--- src/hw/rtl/iff_pkg.sv ---
// Shared types, constants and helpers for the integer field formatter.
`default_nettype none

package iff_pkg;

    localparam int VALUE_BITS       = 64;
    localparam int NARROW_BITS      = 32;
    localparam int MODE_BITS        = 3;
    localparam int FIELD_WIDTH_BITS = 6;
    localparam int CHAR_BITS        = 8;

    localparam int MAX_FIELD_WIDTH  = 63;
    localparam int FW_SAT_BITS      = $clog2(MAX_FIELD_WIDTH + 1);
    localparam int CNT_BITS         = (FW_SAT_BITS > FIELD_WIDTH_BITS) ?
                                      FW_SAT_BITS : FIELD_WIDTH_BITS;

    // Octal needs the most digits of the three radixes: 22 for 64 bits.
    localparam int NUM_DIGITS       = 22;
    localparam int DIG_BITS         = $clog2(NUM_DIGITS + 1);
    localparam int BCD_BITS         = 4 * NUM_DIGITS;
    localparam int STEP_BITS        = $clog2(VALUE_BITS + 1);

    localparam logic [MODE_BITS-1:0] MODE_DEC  = 3'd0;
    localparam logic [MODE_BITS-1:0] MODE_UNS  = 3'd1;
    localparam logic [MODE_BITS-1:0] MODE_OCT  = 3'd2;
    localparam logic [MODE_BITS-1:0] MODE_HEXL = 3'd3;
    localparam logic [MODE_BITS-1:0] MODE_HEXU = 3'd4;
    localparam logic [MODE_BITS-1:0] MODE_CHR  = 3'd5;

    localparam logic [CHAR_BITS-1:0] CH_SPACE = 8'h20;
    localparam logic [CHAR_BITS-1:0] CH_PLUS  = 8'h2B;
    localparam logic [CHAR_BITS-1:0] CH_MINUS = 8'h2D;
    localparam logic [CHAR_BITS-1:0] CH_ZERO  = 8'h30;
    localparam logic [CHAR_BITS-1:0] CH_LX    = 8'h78;
    localparam logic [CHAR_BITS-1:0] CH_UX    = 8'h58;

    localparam logic [CHAR_BITS-1:0] LOWER_HEX [16] = '{
        8'h30, 8'h31, 8'h32, 8'h33, 8'h34, 8'h35, 8'h36, 8'h37,
        8'h38, 8'h39, 8'h61, 8'h62, 8'h63, 8'h64, 8'h65, 8'h66
    };
    localparam logic [CHAR_BITS-1:0] UPPER_HEX [16] = '{
        8'h30, 8'h31, 8'h32, 8'h33, 8'h34, 8'h35, 8'h36, 8'h37,
        8'h38, 8'h39, 8'h41, 8'h42, 8'h43, 8'h44, 8'h45, 8'h46
    };

    typedef enum logic [1:0] {
        RADIX_DEC,
        RADIX_OCT,
        RADIX_HEX
    } radix_t;

    typedef enum logic [1:0] {
        C_IDLE,
        C_SHIFT,
        C_TRIM,
        C_DONE
    } conv_state_t;

    typedef enum logic [1:0] {
        S_IDLE,
        S_CONV,
        S_EMIT
    } fmt_state_t;

    typedef struct packed {
        logic   start;
        logic   take;
        radix_t radix;
        logic   narrow;
    } conv_cmd_t;

    typedef struct packed {
        logic                done;
        logic [DIG_BITS-1:0] ndig;
    } conv_stat_t;

    function automatic logic [CHAR_BITS-1:0] digit_char(input logic [3:0] d,
                                                        input logic upper);
        logic [CHAR_BITS-1:0] c;
        c = upper ? UPPER_HEX[d] : LOWER_HEX[d];
        return c;
    endfunction

endpackage

`default_nettype wire

--- src/hw/rtl/iff_req_if.sv ---
// Request channel: one integer conversion request per transfer.
`default_nettype none

interface iff_req_if;
    logic        valid;
    logic        ready;
    logic [63:0] value;
    logic [2:0]  mode;
    logic        wide;
    logic        left_align;
    logic        zero_pad;
    logic        force_plus;
    logic        space_sign;
    logic        alternate;
    logic [5:0]  field_width;

    modport source (
        output valid, value, mode, wide, left_align, zero_pad, force_plus,
               space_sign, alternate, field_width,
        input  ready
    );
    modport sink (
        input  valid, value, mode, wide, left_align, zero_pad, force_plus,
               space_sign, alternate, field_width,
        output ready
    );
endinterface

`default_nettype wire

--- src/hw/rtl/iff_res_if.sv ---
// Result channel: one formatted character per transfer.
`default_nettype none

interface iff_res_if;
    logic       valid;
    logic       ready;
    logic [7:0] out_char;
    logic       last;

    modport source (
        output valid, out_char, last,
        input  ready
    );
    modport sink (
        input  valid, out_char, last,
        output ready
    );
endinterface

`default_nettype wire

--- src/hw/rtl/integer_field_formatter.sv ---
// Top level of the integer field formatter: request decode, layout and character output.
//
//   channel  dir  payload                                               per transfer
//   req      in   value, mode, wide, flags, field_width                 one request
//   res      out  out_char, last                                        one character
//
// A number request takes N bit steps in the converter (N = 32 for a narrow operand, 64
// for a wide one), then a trim that drops leading zero digits (at most 21), then layout;
// a character request skips the converter. Characters then leave one per cycle unless
// res stalls, max(field_width, sign + prefix + digits) of them, through a single output
// register; the next request is taken the cycle after the last one is loaded. Reset
// clears all control state; a stall on res holds the output register.
`default_nettype none

module integer_field_formatter (
    input  logic      clk,
    input  logic      rst_n,
    iff_req_if.sink   req,
    iff_res_if.source res
);
    import iff_pkg::*;

    fmt_state_t            state_reg, state_next;
    logic                  left_reg, left_next;
    logic                  zero_reg, zero_next;
    logic                  upper_reg, upper_next;
    logic                  is_char_reg, is_char_next;
    logic                  sign_reg, sign_next;
    logic [1:0]            pre_reg, pre_next;
    logic [CNT_BITS-1:0]   width_reg, width_next;
    logic [CNT_BITS-1:0]   pad_reg, pad_next;
    logic [DIG_BITS-1:0]   dig_reg, dig_next;
    logic [CNT_BITS-1:0]   rem_reg, rem_next;
    logic                  out_valid_reg, out_valid_next;
    logic [CHAR_BITS-1:0]  char_reg, char_next;
    logic [CHAR_BITS-1:0]  sign_char_reg, sign_char_next;
    logic [CHAR_BITS-1:0]  out_char_reg, out_char_next;
    logic                  out_last_reg, out_last_next;

    logic                  accept;
    logic                  mode_ok;
    logic                  is_dec;
    logic                  is_hex;
    logic [VALUE_BITS-1:0] narrow_val;
    logic [VALUE_BITS-1:0] uval;
    logic                  neg;
    logic [VALUE_BITS-1:0] mag;
    logic [CNT_BITS-1:0]   fw_ext;
    logic [CNT_BITS-1:0]   total;
    logic [DIG_BITS-1:0]   ndig;
    logic                  emit_load;
    conv_cmd_t             cmd;
    conv_stat_t            stat;
    logic [3:0]            digit;

    iff_conv u_conv (
        .clk   (clk),
        .rst_n (rst_n),
        .cmd   (cmd),
        .mag   (mag),
        .stat  (stat),
        .digit (digit)
    );

    assign req.ready = (state_reg == S_IDLE);
    assign accept    = req.valid && req.ready;

    // Request decode: operand extension, sign and magnitude.
    always_comb
    begin
        mode_ok    = (req.mode <= MODE_CHR);
        is_dec     = (req.mode == MODE_DEC);
        is_hex     = (req.mode == MODE_HEXL) || (req.mode == MODE_HEXU);
        narrow_val = {{(VALUE_BITS-NARROW_BITS){is_dec & req.value[NARROW_BITS-1]}},
                      req.value[NARROW_BITS-1:0]};
        uval       = req.wide ? req.value : narrow_val;
        neg        = is_dec && uval[VALUE_BITS-1];
        mag        = neg ? ('0 - uval) : uval;
        fw_ext     = CNT_BITS'(req.field_width);
    end

    always_comb
    begin
        cmd.start  = accept && mode_ok && (req.mode != MODE_CHR);
        cmd.narrow = !req.wide;
        if (is_dec || req.mode == MODE_UNS)
            cmd.radix = RADIX_DEC;
        else if (req.mode == MODE_OCT)
            cmd.radix = RADIX_OCT;
        else
            cmd.radix = RADIX_HEX;
        cmd.take = 1'b0;

        ndig  = is_char_reg ? DIG_BITS'(1) : stat.ndig;
        total = CNT_BITS'(ndig) + CNT_BITS'(sign_reg) + CNT_BITS'(pre_reg);

        emit_load = (state_reg == S_EMIT) && (!out_valid_reg || res.ready);

        state_next     = state_reg;
        left_next      = left_reg;
        zero_next      = zero_reg;
        upper_next     = upper_reg;
        is_char_next   = is_char_reg;
        sign_next      = sign_reg;
        pre_next       = pre_reg;
        width_next     = width_reg;
        pad_next       = pad_reg;
        dig_next       = dig_reg;
        rem_next       = rem_reg;
        char_next      = char_reg;
        sign_char_next = sign_char_reg;
        out_char_next  = out_char_reg;
        out_last_next  = out_last_reg;
        out_valid_next = out_valid_reg && !res.ready;

        case (state_reg)
            S_IDLE:
            begin
                if (accept && mode_ok)
                begin
                    state_next   = S_CONV;
                    left_next    = req.left_align;
                    zero_next    = req.zero_pad;
                    upper_next   = (req.mode == MODE_HEXU);
                    is_char_next = (req.mode == MODE_CHR);
                    char_next    = req.value[CHAR_BITS-1:0];
                    sign_next    = is_dec && (neg || req.force_plus || req.space_sign);
                    if (neg)
                        sign_char_next = CH_MINUS;
                    else if (req.force_plus)
                        sign_char_next = CH_PLUS;
                    else
                        sign_char_next = CH_SPACE;
                    pre_next   = (is_hex && req.alternate && (uval != '0)) ? 2'd2 : 2'd0;
                    width_next = (fw_ext > CNT_BITS'(MAX_FIELD_WIDTH)) ?
                                 CNT_BITS'(MAX_FIELD_WIDTH) : fw_ext;
                end
            end
            S_CONV:
            begin
                if (is_char_reg || stat.done)
                begin
                    state_next = S_EMIT;
                    dig_next   = ndig;
                    if (width_reg > total)
                    begin
                        pad_next = width_reg - total;
                        rem_next = width_reg;
                    end
                    else
                    begin
                        pad_next = '0;
                        rem_next = total;
                    end
                end
            end
            S_EMIT:
            begin
                if (emit_load)
                begin
                    out_valid_next = 1'b1;
                    out_last_next  = (rem_reg == CNT_BITS'(1));
                    rem_next       = rem_reg - 1'b1;
                    if (rem_reg == CNT_BITS'(1))
                        state_next = S_IDLE;
                    if (!left_reg && !zero_reg && pad_reg != '0)
                    begin
                        out_char_next = CH_SPACE;
                        pad_next      = pad_reg - 1'b1;
                    end
                    else if (sign_reg)
                    begin
                        out_char_next = sign_char_reg;
                        sign_next     = 1'b0;
                    end
                    else if (pre_reg != 2'd0)
                    begin
                        if (pre_reg == 2'd2)
                            out_char_next = CH_ZERO;
                        else
                            out_char_next = upper_reg ? CH_UX : CH_LX;
                        pre_next = pre_reg - 1'b1;
                    end
                    else if (!left_reg && pad_reg != '0)
                    begin
                        out_char_next = CH_ZERO;
                        pad_next      = pad_reg - 1'b1;
                    end
                    else if (dig_reg != '0)
                    begin
                        out_char_next = is_char_reg ? char_reg : digit_char(digit, upper_reg);
                        dig_next      = dig_reg - 1'b1;
                        cmd.take      = !is_char_reg;
                    end
                    else
                    begin
                        out_char_next = CH_SPACE;
                        pad_next      = pad_reg - 1'b1;
                    end
                end
            end
            default:
            begin
                state_next = S_IDLE;
            end
        endcase
    end

    always_ff @(posedge clk or negedge rst_n)
    begin
        if (!rst_n)
        begin
            state_reg     <= S_IDLE;
            left_reg      <= 1'b0;
            zero_reg      <= 1'b0;
            upper_reg     <= 1'b0;
            is_char_reg   <= 1'b0;
            sign_reg      <= 1'b0;
            pre_reg       <= '0;
            width_reg     <= '0;
            pad_reg       <= '0;
            dig_reg       <= '0;
            rem_reg       <= '0;
            out_valid_reg <= 1'b0;
        end
        else
        begin
            state_reg     <= state_next;
            left_reg      <= left_next;
            zero_reg      <= zero_next;
            upper_reg     <= upper_next;
            is_char_reg   <= is_char_next;
            sign_reg      <= sign_next;
            pre_reg       <= pre_next;
            width_reg     <= width_next;
            pad_reg       <= pad_next;
            dig_reg       <= dig_next;
            rem_reg       <= rem_next;
            out_valid_reg <= out_valid_next;
        end
    end

    always_ff @(posedge clk)
    begin
        char_reg      <= char_next;
        sign_char_reg <= sign_char_next;
        out_char_reg  <= out_char_next;
        out_last_reg  <= out_last_next;
    end

    assign res.valid    = out_valid_reg;
    assign res.out_char = out_char_reg;
    assign res.last     = out_last_reg;

    a_emit_remaining: assert property (@(posedge clk) disable iff (!rst_n)
        (state_reg == S_EMIT) |-> (rem_reg != '0))
        else $error("character count exhausted while emitting");

    a_last_to_idle: assert property (@(posedge clk) disable iff (!rst_n)
        (emit_load && rem_reg == CNT_BITS'(1)) |=> (state_reg == S_IDLE && res.last))
        else $error("final character did not close the field");

    a_digits_fit: assert property (@(posedge clk) disable iff (!rst_n)
        (state_reg == S_EMIT) |-> (CNT_BITS'(dig_reg) <= rem_reg))
        else $error("more digits pending than characters left");

endmodule

`default_nettype wire

--- src/hw/rtl/iff_conv.sv ---
// Bit-serial radix converter: shift-and-adjust into 4-bit digit slots, then trim.
`default_nettype none

module iff_conv (
    input  logic               clk,
    input  logic               rst_n,
    input  iff_pkg::conv_cmd_t cmd,
    input  logic [63:0]        mag,
    output iff_pkg::conv_stat_t stat,
    output logic [3:0]         digit
);
    import iff_pkg::*;

    conv_state_t          state_reg, state_next;
    radix_t               radix_reg, radix_next;
    logic [STEP_BITS-1:0] cnt_reg, cnt_next;
    logic [DIG_BITS-1:0]  ndig_reg, ndig_next;
    logic [VALUE_BITS-1:0] mag_reg, mag_next;
    logic [BCD_BITS-1:0]  bcd_reg, bcd_next;
    logic [BCD_BITS-1:0]  adj;
    logic [3:0]           half;
    logic [3:0]           offs;

    // Each slot that would reach the radix when doubled is pre-biased so the
    // doubling carries into the next slot.
    always_comb
    begin
        case (radix_reg)
            RADIX_DEC:
            begin
                half = 4'd5;
                offs = 4'd3;
            end
            RADIX_OCT:
            begin
                half = 4'd4;
                offs = 4'd4;
            end
            default:
            begin
                half = 4'd8;
                offs = 4'd0;
            end
        endcase
        for (int i = 0; i < NUM_DIGITS; i++)
        begin
            if (bcd_reg[4*i +: 4] >= half)
                adj[4*i +: 4] = bcd_reg[4*i +: 4] + offs;
            else
                adj[4*i +: 4] = bcd_reg[4*i +: 4];
        end
    end

    always_comb
    begin
        state_next = state_reg;
        radix_next = radix_reg;
        cnt_next   = cnt_reg;
        ndig_next  = ndig_reg;
        mag_next   = mag_reg;
        bcd_next   = bcd_reg;
        if (cmd.start)
        begin
            state_next = C_SHIFT;
            radix_next = cmd.radix;
            bcd_next   = '0;
            if (cmd.narrow)
            begin
                mag_next = {mag[NARROW_BITS-1:0], {(VALUE_BITS-NARROW_BITS){1'b0}}};
                cnt_next = STEP_BITS'(NARROW_BITS);
            end
            else
            begin
                mag_next = mag;
                cnt_next = STEP_BITS'(VALUE_BITS);
            end
        end
        else
        begin
            case (state_reg)
                C_SHIFT:
                begin
                    bcd_next = {adj[BCD_BITS-2:0], mag_reg[VALUE_BITS-1]};
                    mag_next = {mag_reg[VALUE_BITS-2:0], 1'b0};
                    cnt_next = cnt_reg - 1'b1;
                    if (cnt_reg == STEP_BITS'(1))
                    begin
                        state_next = C_TRIM;
                        ndig_next  = DIG_BITS'(NUM_DIGITS);
                    end
                end
                C_TRIM:
                begin
                    if (bcd_reg[BCD_BITS-1 -: 4] == 4'd0 && ndig_reg != DIG_BITS'(1))
                    begin
                        bcd_next  = {bcd_reg[BCD_BITS-5:0], 4'd0};
                        ndig_next = ndig_reg - 1'b1;
                    end
                    else
                    begin
                        state_next = C_DONE;
                    end
                end
                C_DONE:
                begin
                    if (cmd.take)
                        bcd_next = {bcd_reg[BCD_BITS-5:0], 4'd0};
                end
                default:
                begin
                    state_next = state_reg;
                end
            endcase
        end
    end

    always_ff @(posedge clk or negedge rst_n)
    begin
        if (!rst_n)
        begin
            state_reg <= C_IDLE;
            radix_reg <= RADIX_DEC;
            cnt_reg   <= '0;
            ndig_reg  <= '0;
        end
        else
        begin
            state_reg <= state_next;
            radix_reg <= radix_next;
            cnt_reg   <= cnt_next;
            ndig_reg  <= ndig_next;
        end
    end

    always_ff @(posedge clk)
    begin
        mag_reg <= mag_next;
        bcd_reg <= bcd_next;
    end

    assign stat.done = (state_reg == C_DONE);
    assign stat.ndig = ndig_reg;
    assign digit     = bcd_reg[BCD_BITS-1 -: 4];

    a_shift_count: assert property (@(posedge clk) disable iff (!rst_n)
        (state_reg == C_SHIFT) |-> (cnt_reg != '0))
        else $error("bit step counter ran out during conversion");

    a_take_done: assert property (@(posedge clk) disable iff (!rst_n)
        cmd.take |-> (state_reg == C_DONE))
        else $error("digit taken before conversion finished");

    a_trim_floor: assert property (@(posedge clk) disable iff (!rst_n)
        (state_reg == C_TRIM && !cmd.start && ndig_reg == DIG_BITS'(1))
        |=> (state_reg == C_DONE))
        else $error("trim went below one digit");

endmodule

`default_nettype wire
--- src/flat_wrapper.sv ---
// flat-port wrapper written by rule: the top's interface ports become plain ports
module integer_field_formatter_flat import iff_pkg::*;
  (clk, rst_n, req_valid, req_value, req_mode, req_wide, req_left_align, req_zero_pad, req_force_plus, req_space_sign, req_alternate, req_field_width, req_ready, res_valid, res_out_char, res_last, res_ready);
  iff_req_if req_i ();
  iff_res_if res_i ();
  input  logic clk;
  input  logic rst_n;
  input wire logic [$bits(req_i.valid)-1:0] req_valid;
  input wire logic [$bits(req_i.value)-1:0] req_value;
  input wire logic [$bits(req_i.mode)-1:0] req_mode;
  input wire logic [$bits(req_i.wide)-1:0] req_wide;
  input wire logic [$bits(req_i.left_align)-1:0] req_left_align;
  input wire logic [$bits(req_i.zero_pad)-1:0] req_zero_pad;
  input wire logic [$bits(req_i.force_plus)-1:0] req_force_plus;
  input wire logic [$bits(req_i.space_sign)-1:0] req_space_sign;
  input wire logic [$bits(req_i.alternate)-1:0] req_alternate;
  input wire logic [$bits(req_i.field_width)-1:0] req_field_width;
  output wire logic [$bits(req_i.ready)-1:0] req_ready;
  output wire logic [$bits(res_i.valid)-1:0] res_valid;
  output wire logic [$bits(res_i.out_char)-1:0] res_out_char;
  output wire logic [$bits(res_i.last)-1:0] res_last;
  input wire logic [$bits(res_i.ready)-1:0] res_ready;
  assign req_i.valid = req_valid;
  assign req_i.value = req_value;
  assign req_i.mode = req_mode;
  assign req_i.wide = req_wide;
  assign req_i.left_align = req_left_align;
  assign req_i.zero_pad = req_zero_pad;
  assign req_i.force_plus = req_force_plus;
  assign req_i.space_sign = req_space_sign;
  assign req_i.alternate = req_alternate;
  assign req_i.field_width = req_field_width;
  assign req_ready = req_i.ready;
  assign res_valid = res_i.valid;
  assign res_out_char = res_i.out_char;
  assign res_last = res_i.last;
  assign res_i.ready = res_ready;
  integer_field_formatter u_core (.clk(clk), .rst_n(rst_n), .req(req_i), .res(res_i));
endmodule
--- config.mk ---
export PLATFORM = sky130hd
export DESIGN_NAME = integer_field_formatter_flat
export DESIGN_NICKNAME = d
export VERILOG_FILES = /design/src/hw/rtl/iff_pkg.sv /design/src/hw/rtl/iff_req_if.sv /design/src/hw/rtl/iff_res_if.sv /design/src/hw/rtl/integer_field_formatter.sv /design/src/hw/rtl/iff_conv.sv /design/src/flat_wrapper.sv
export SDC_FILE = /design/constraint.sdc
export NUM_CORES = 1
export LEC_CHECK = 0
export BUFFER_PORTS_ARGS = -buffer_cell sky130_fd_sc_hd__buf_2
export CAP_MARGIN = 20
export CORE_MARGIN = 4
export CORE_UTILIZATION = 36
export CTS_CLUSTER_SIZE = 14
export DETAILED_ROUTE_END_ITERATION = 6
export GPL_ROUTABILITY_DRIVEN = 0
export SLEW_MARGIN = 25
export SYNTH_ARGS = -nofsm -noshare
export SYNTH_HDL_FRONTEND = slang
export SYNTH_SLANG_ARGS = --single-unit
--- constraint.sdc ---
create_clock -name clk -period 6.4 [get_ports clk]
set_input_delay 1.6 -clock clk [delete_from_list [all_inputs] [get_ports clk]]
set_output_delay 1.6 -clock clk [all_outputs]
set_load 0.05 [all_outputs]
* Yosys cells after proc, flatten, opt, wreduce, memory -nomap -nowiden
Memory sizes are Yosys's and may differ from the RTL's. Cells that the tools add are included.
Cells by class: add/sub/neg operators 32, multiply operators 0, divide/modulo/power cells 0, $lt $le $gt $ge 26, eq/ne operators 34, shift operators 0, mux-type cells 105, bitwise gates (word level) 3, reduce and logical (&&, ||, !) cells 49
Operators by type and width (count):
- 64-bit two-way mux | 5
- 88-bit case mux with 3 select lines | 1
- 88-bit two-way mux | 2
- 4-bit >= comparator | 22
- 4-bit two-way mux | 22
- 8-bit two-way mux | 11
- 4-bit adder | 21
- 6-bit two-way mux | 13
- 64-bit nonzero test | 1
- 1-bit by 64-bit subtractor with 64-bit output, first input constant | 1
- 5-bit two-way mux | 10
- 2-bit two-way mux | 15
- 6-bit case mux with 2 select lines | 2
- 7-bit two-way mux | 3
- 2-bit inequality test, second input constant | 10
- 5-bit case mux with 2 select lines | 2
- 1-bit logical AND | 13
- 1-bit two-way mux | 12
- 4-bit AND reduction | 3
- 6-bit AND reduction | 2
- 6-bit by 1-bit subtractor with 6-bit output, second input constant | 2
- 2-bit nonzero test | 5
- 5-bit by 1-bit subtractor with 5-bit output, second input constant | 2
- 3-bit inequality test, second input constant | 3
- other kinds (41) | 66
Storage, ports and cells: flip-flop bits (word level) 226, latch bits 0, RAM bits 0, bits in read-only memories 256, bits of input ports 83, logic and storage cells 273, memories kept 2
Memories:
- (name not given) | words 16, bits a word 8, read ports 1, clocked after memory_dff 0, write ports 0, RTL line iff_pkg.sv:80 | c = upper ? UPPER_HEX[d] : LOWER_HEX[d];
- (name not given) | words 16, bits a word 8, read ports 1, clocked after memory_dff 0, write ports 0, RTL line iff_pkg.sv:80

* Longest topological paths before layout
word-level depth 10, mapped depth 14, depth with buffers taken out 12

* Modules after synthesis
A second synthesis with hierarchy kept.
Unflattened totals: cell total of the unflattened synthesis 1934, area, all modules 16585.9 um^2
Modules (own cells, without submodules):
- iff_conv | instances 1, cells an instance 1242, area an instance 11255.8 um^2
- integer_field_formatter | instances 1, cells an instance 692, area an instance 5330.1 um^2

* Worst setup path before layout
OpenSTA, ideal clock, no wires.
path type reg2reg, start point reg u_core.u_conv.radix_reg[1], end point reg u_core.u_conv.bcd_reg[8], library setup time 0.070 ns, data arrival time 4.405 ns, data required time 6.330 ns, path slack 1.924 ns, cell stages (with the launch flop) 11, buffers on the path 0, cell sequence dfrtp_1 or2_2 inv_1 ha_1 or3b_2 a21o_1 a21oi_1 nor2_1 xnor2_1 a211o_1 a21oi_1
On the way: longest elaborated chain between the ends 5, elaborated cells between the ends (all ways) 8
RTL lines:
- from (decl) | RTL line iff_conv.sv:15 | radix_t radix_reg, radix_next;
- from (signal assigned) | RTL line iff_conv.sv:129 | radix_reg <= radix_next;
- 2-bit by 1-bit equality test with 1-bit output or 2-bit logical NOT (tied branches) | RTL line iff_conv.sv:28 | case (radix_reg)
- 3-bit case mux with 2 select lines or 4-bit case mux with 2 select lines (tied branches) | RTL line iff_conv.sv:28
- 4-bit adder or 4-bit >= comparator (tied branches) | RTL line iff_conv.sv:48, iff_conv.sv:47
- 4-bit two-way mux (*) | RTL line iff_conv.sv:47 | if (bcd_reg[4*i +: 4] >= half)
- 88-bit case mux with 3 select lines (*) | RTL line iff_conv.sv:80 | case (state_reg)
- to (signal assigned) | RTL line iff_conv.sv:138 | bcd_reg <= bcd_next;
- to (decl) | RTL line iff_conv.sv:19 | logic [BCD_BITS-1:0] bcd_reg, bcd_next;
Mark *: on every way between the ends. The rest lies on a longest branch, timed or not. A chain may end at the register's enable or synchronous reset.

* Worst setup path in the final report
start point reg u_core.is_char_reg, end point reg u_core.rem_reg[2]
On the way: longest elaborated chain between the ends 7, elaborated cells between the ends (all ways) 10
RTL lines:
- from (decl) | RTL line integer_field_formatter.sv:27 | logic is_char_reg, is_char_next;
- from (signal assigned) | RTL line integer_field_formatter.sv:232 | is_char_reg <= is_char_next;
- 5-bit two-way mux | RTL line integer_field_formatter.sv:94 | ndig = is_char_reg ? DIG_BITS'(1) : stat.ndig;
- 5-bit by 1-bit adder with 6-bit output | RTL line integer_field_formatter.sv:95 | total = CNT_BITS'(ndig) + CNT_BITS'(sign_reg) + CNT_BITS'(pre_reg);
- 6-bit by 2-bit adder with 6-bit output | RTL line integer_field_formatter.sv:95
- 6-bit > comparator | RTL line integer_field_formatter.sv:145 | if (width_reg > total)
- 6-bit two-way mux | RTL line integer_field_formatter.sv:145
- 6-bit two-way mux | RTL line integer_field_formatter.sv:141 | if (is_char_reg || stat.done)
- 6-bit case mux with 2 select lines | RTL line integer_field_formatter.sv:116 | case (state_reg)
- to (signal assigned) | RTL line integer_field_formatter.sv:238 | rem_reg <= rem_next;
- to (decl) | RTL line integer_field_formatter.sv:33 | logic [CNT_BITS-1:0] rem_reg, rem_next;
Parallel ways exist; a longest one is shown, timed or not. The select of a mux whose other input is x is not followed.

==> impl_results.md <==
- CTS Hold Buffers Added: 0
- Cell leakage power: between 7 and 8 nW
- Core area: around 0.046 sq mm
- FILL cells: about 4,400
- Port Buffers: 93
- Crit end category: register
- Reg-to-Reg Start: u_core.is_char_reg$_DFFE_PN0P_
- DR vias: 14,260
- Setup CP Type: register to register
- WL/cell: 17.34 um
- Finished Layout Cells: about 2,600
- Synth async-reset ratio: 0.2217
- Final period utilization: 0.7086
- Critical-path top delay cell: dfrtp_1
- Reg2Reg Depth: 11
- Clock slew seen by the registers of the worst setup and hold paths: ~60 ps
- DRC: 0
- Wirelength, routed: between 40 and 50 mm
- Crit Path Max Fanout: 32
- Die Y: 224.1 um
- Fin area: about 0.019 sq mm
- Min-delay src: u_core.left_reg$_DFFE_PN0P_
- Clock Tree Buf Depth: 3
- # rows: 78
- CP Cell Sequence: or2_2 > fa_1 > fa_1 > fa_1 > or2_2 > o2111ai_1 > o221ai_1 > nor4_2 > o32ai_4 > mux2_2 > o211ai_1
- Most area-hungry cell type in the Yosys netlist: edfxtp_1
- Max IR drop VDD: 297.3 uV
- Area of the mapped netlist: roughly 0.017 sq mm
- Unrepaired setup endpoints after global routing: no
- Setup TNS: 0 ps
- CTS root buffer: clkbuf_16
- Fmax: ~220 MHz
- Largest register FFs: 88
- CTS buffer count: 28
- Primary FF master, synth: dfxtp_1
- Cell mode on critical path: fa_1
- Gr ovfl total: 0
- Largest stage delay, worst path: around 730 ps
- Crit path DAT: 5040 ps
- Hold slack: ~500 ps
- Global-route wire length before repair: approximately 74 mm
- Post-CTS sizing: 0
- Synth Warn #: 0
- Number of global-route vias before repair: roughly 14,000
- DP Wirelength: 30.54 mm
- Post-synth top area share: 0.1501
- Largest net degree at the start of global routing: 100
- Initial core utilization: 0.3672
- Tmin final: 4535 ps
- Syn_area_per_cell: 8.781 sq um
- Hold Vio Cnt, Final: 0
- Fin nets: 2,230
- Syn Inst Count: 1,914
- Clock Latency Late Sink: a little under 600 ps
- Initial antenna violation count: 0
- Placement Setup Slack: between 1500 and 2000 ps
- Endpoint, Worst Hold: u_core.left_reg$_DFFE_PN0P_
- Worst setup SP type: register
- Yosys cell types: 87
- CTS tree: yes
- Reg2Reg Setup Slack: between 1500 and 2000 ps
- DR iter-0 viols: between 900 and 1,000
- Area Overhead vs Synth: 11.89%
- Slew headroom: 0.3669
- Power density cells: 552.4 mW/mm^2
- H-tree level count: 1
- Syn nets: roughly 2,200
- DR pass1 iterations: 5
- R2r endpoint: u_core.rem_reg[2]$_DFFE_PN0P_
- Synth top area cells: edfxtp_1 15%, ha_1 12%, dfxtp_1 10%
- Post-route clock skew: 60.83 ps
- Setup ws final: about 1900 ps
- Final setup fails: 0
- Hold crit path type: register to register
- Hold Crit Depth: 2
- Io pins: 94
- Share of post-route cells with drive strength above 1: 0.1123
- DR vias/cell: 5.512
- Max Cap Viol: 0
- Post-synth EDFFs: 84
- # diodes: 0
- Total GRT Usage: 0.1737
- Slew Limit Fails: 0
- Yosys reg bits: 221
- Worst-margin pin slew: between 900 and 1000 ps
- Post-synthesis sequential area ratio: 0.3278
- Die X-Extent: between 200 and 250 um
- Postcts setup bufs: 0
- Sink Count: 221
- Antenna viol nets, final: 0
- Status: finished, final reports clean
- Die footprint: ~0.05 sq mm
- Placed insts: between 2,000 and 3,000
- Post-placement cell area: about 0.018 sq mm
- Worst Path Required: around 6900 ps
## placed cells by master (no fill, tap or decap), drive strengths merged, types with 5 or more instances in the layout
cell type  Yosys  layout
clkbuf        77      43
nand3         26      26
dfrtp         49      49
a221o          5       5
o21ai        118     118
edfxtp        84      84
xnor2         72      72
a31oi          8       8
or2           12      12
ha           157     157
nor2b         34      34
nor3          35      35
or4           11      11
mux2i         34      34
nand2        194     194
inv          105     105
dfxtp         88      88
nand4         10      10
a211oi        87      87
nand2b        12      12
o22ai          9       9
a311oi        23      23
o41ai         11      11
a211o         27      27
nor4          18      18
o31ai         16      16
or3b          23      23
buf           20     118
a22o          13      13
and3           6       6
fa            25      25
a21oi        138     138
or3           15      15
nor2         183     183
o221ai         7       7
a21o          56      56
clkinv         2       9
xor2          38      38
## layer usage
metal / track usage / part of all wire / vias up
met2: 0.2939 / 0.47 / 293
met4: 0.04573 / 0.021 / 0
li1: - / - / 7034
met3: 0.02372 / 0.046 / 68
met1: 0.2348 / 0.46 / 6860
met5: 0 / 0 / -
## cells by family (layout without fill, tap and decap cells)
family / count (synthesis) / count (layout) / share of synthesized area
and+or+nand+nor: 599 / 599 / 0.1740
AOI/OAI and AO/OA: 558 / 558 / 0.2226
DFF: 221 / 221 / 0.3278
buffers and inverters: 204 / 276 / 0.04675
adders and majority gates: 184 / 184 / 0.1478
xor gates and xnor gates: 111 / 111 / 0.05866
muxes: 37 / 37 / 0.02226
## cell usage after synthesis, types with 38 or more instances
cell type and instances:
dfxtp_1 88, xor2_1 38, dfrtp_1 49, a21o_1 56
a21oi_1 138, edfxtp_1 84, inv_1 104, nand2_1 194
xnor2_1 72, nor2_1 182, a211oi_1 87, o21ai_0 111
clkbuf_1 77, ha_1 157
## worst max-delay path, delay by kind of cell, from the launching register on
family / cells / cell delay (ps)
mux: 1 / 320
simple gates: 3 / 1210
compound gates: 4 / 750
flops: 1 / 730
fa+ha+maj: 3 / 1440
## how the worst max path moves through the flow
stage | from | end | slack (ps) | cells after the start
after floorplan | u_core.u_conv.radix_reg[1]$_DFFE_PN0P_ | u_core.u_conv.bcd_reg[8]$_SDFFE_PP0P_ | 1920 | 10
after global placement | u_core.is_char_reg$_DFFE_PN0P_ | u_core.rem_reg[0]$_DFFE_PN0P_ | 2000 | 11
after detailed placement | u_core.is_char_reg$_DFFE_PN0P_ | u_core.rem_reg[2]$_DFFE_PN0P_ | 1910 | 11
after CTS | u_core.is_char_reg$_DFFE_PN0P_ | u_core.rem_reg[2]$_DFFE_PN0P_ | 1880 | 11
after global routing | u_core.is_char_reg$_DFFE_PN0P_ | u_core.rem_reg[2]$_DFFE_PN0P_ | 1650 | 11
final | u_core.is_char_reg$_DFFE_PN0P_ | u_core.rem_reg[2]$_DFFE_PN0P_ | 1870 | 11
## where the power goes
part | switching, mW | internal [mW] | total (mW)
clock | 0.641 | 0.922 | 1.56
combinational | 3.53 | 2.43 | 5.96
sequential | 0.598 | 2.26 | 2.86
## layout make-up
type                    count  area [sq um]  share of cell area
inverters                 107         401.6             0.02136
well taps                 600         750.7             0.03992
clock inverters             8         95.09            0.005057
multi-input cells        1489         10560              0.5617
clock buffers              43         818.3             0.04351
repair buffers            118         665.6             0.03540
flip-flops and latches    221          5510              0.2930
## per-stage QoR
stage | total power, mW | util
floorplan | 7.394 | -
detailed placement | 8.840 | 0.3905
global route | 11.41 | 0.4109
finish | 10.39 | 0.4109
global placement | 8.663 | 0.3905
CTS | 10.46 | 0.4104
Note: power is estimated with default switching activity, not from simulation.
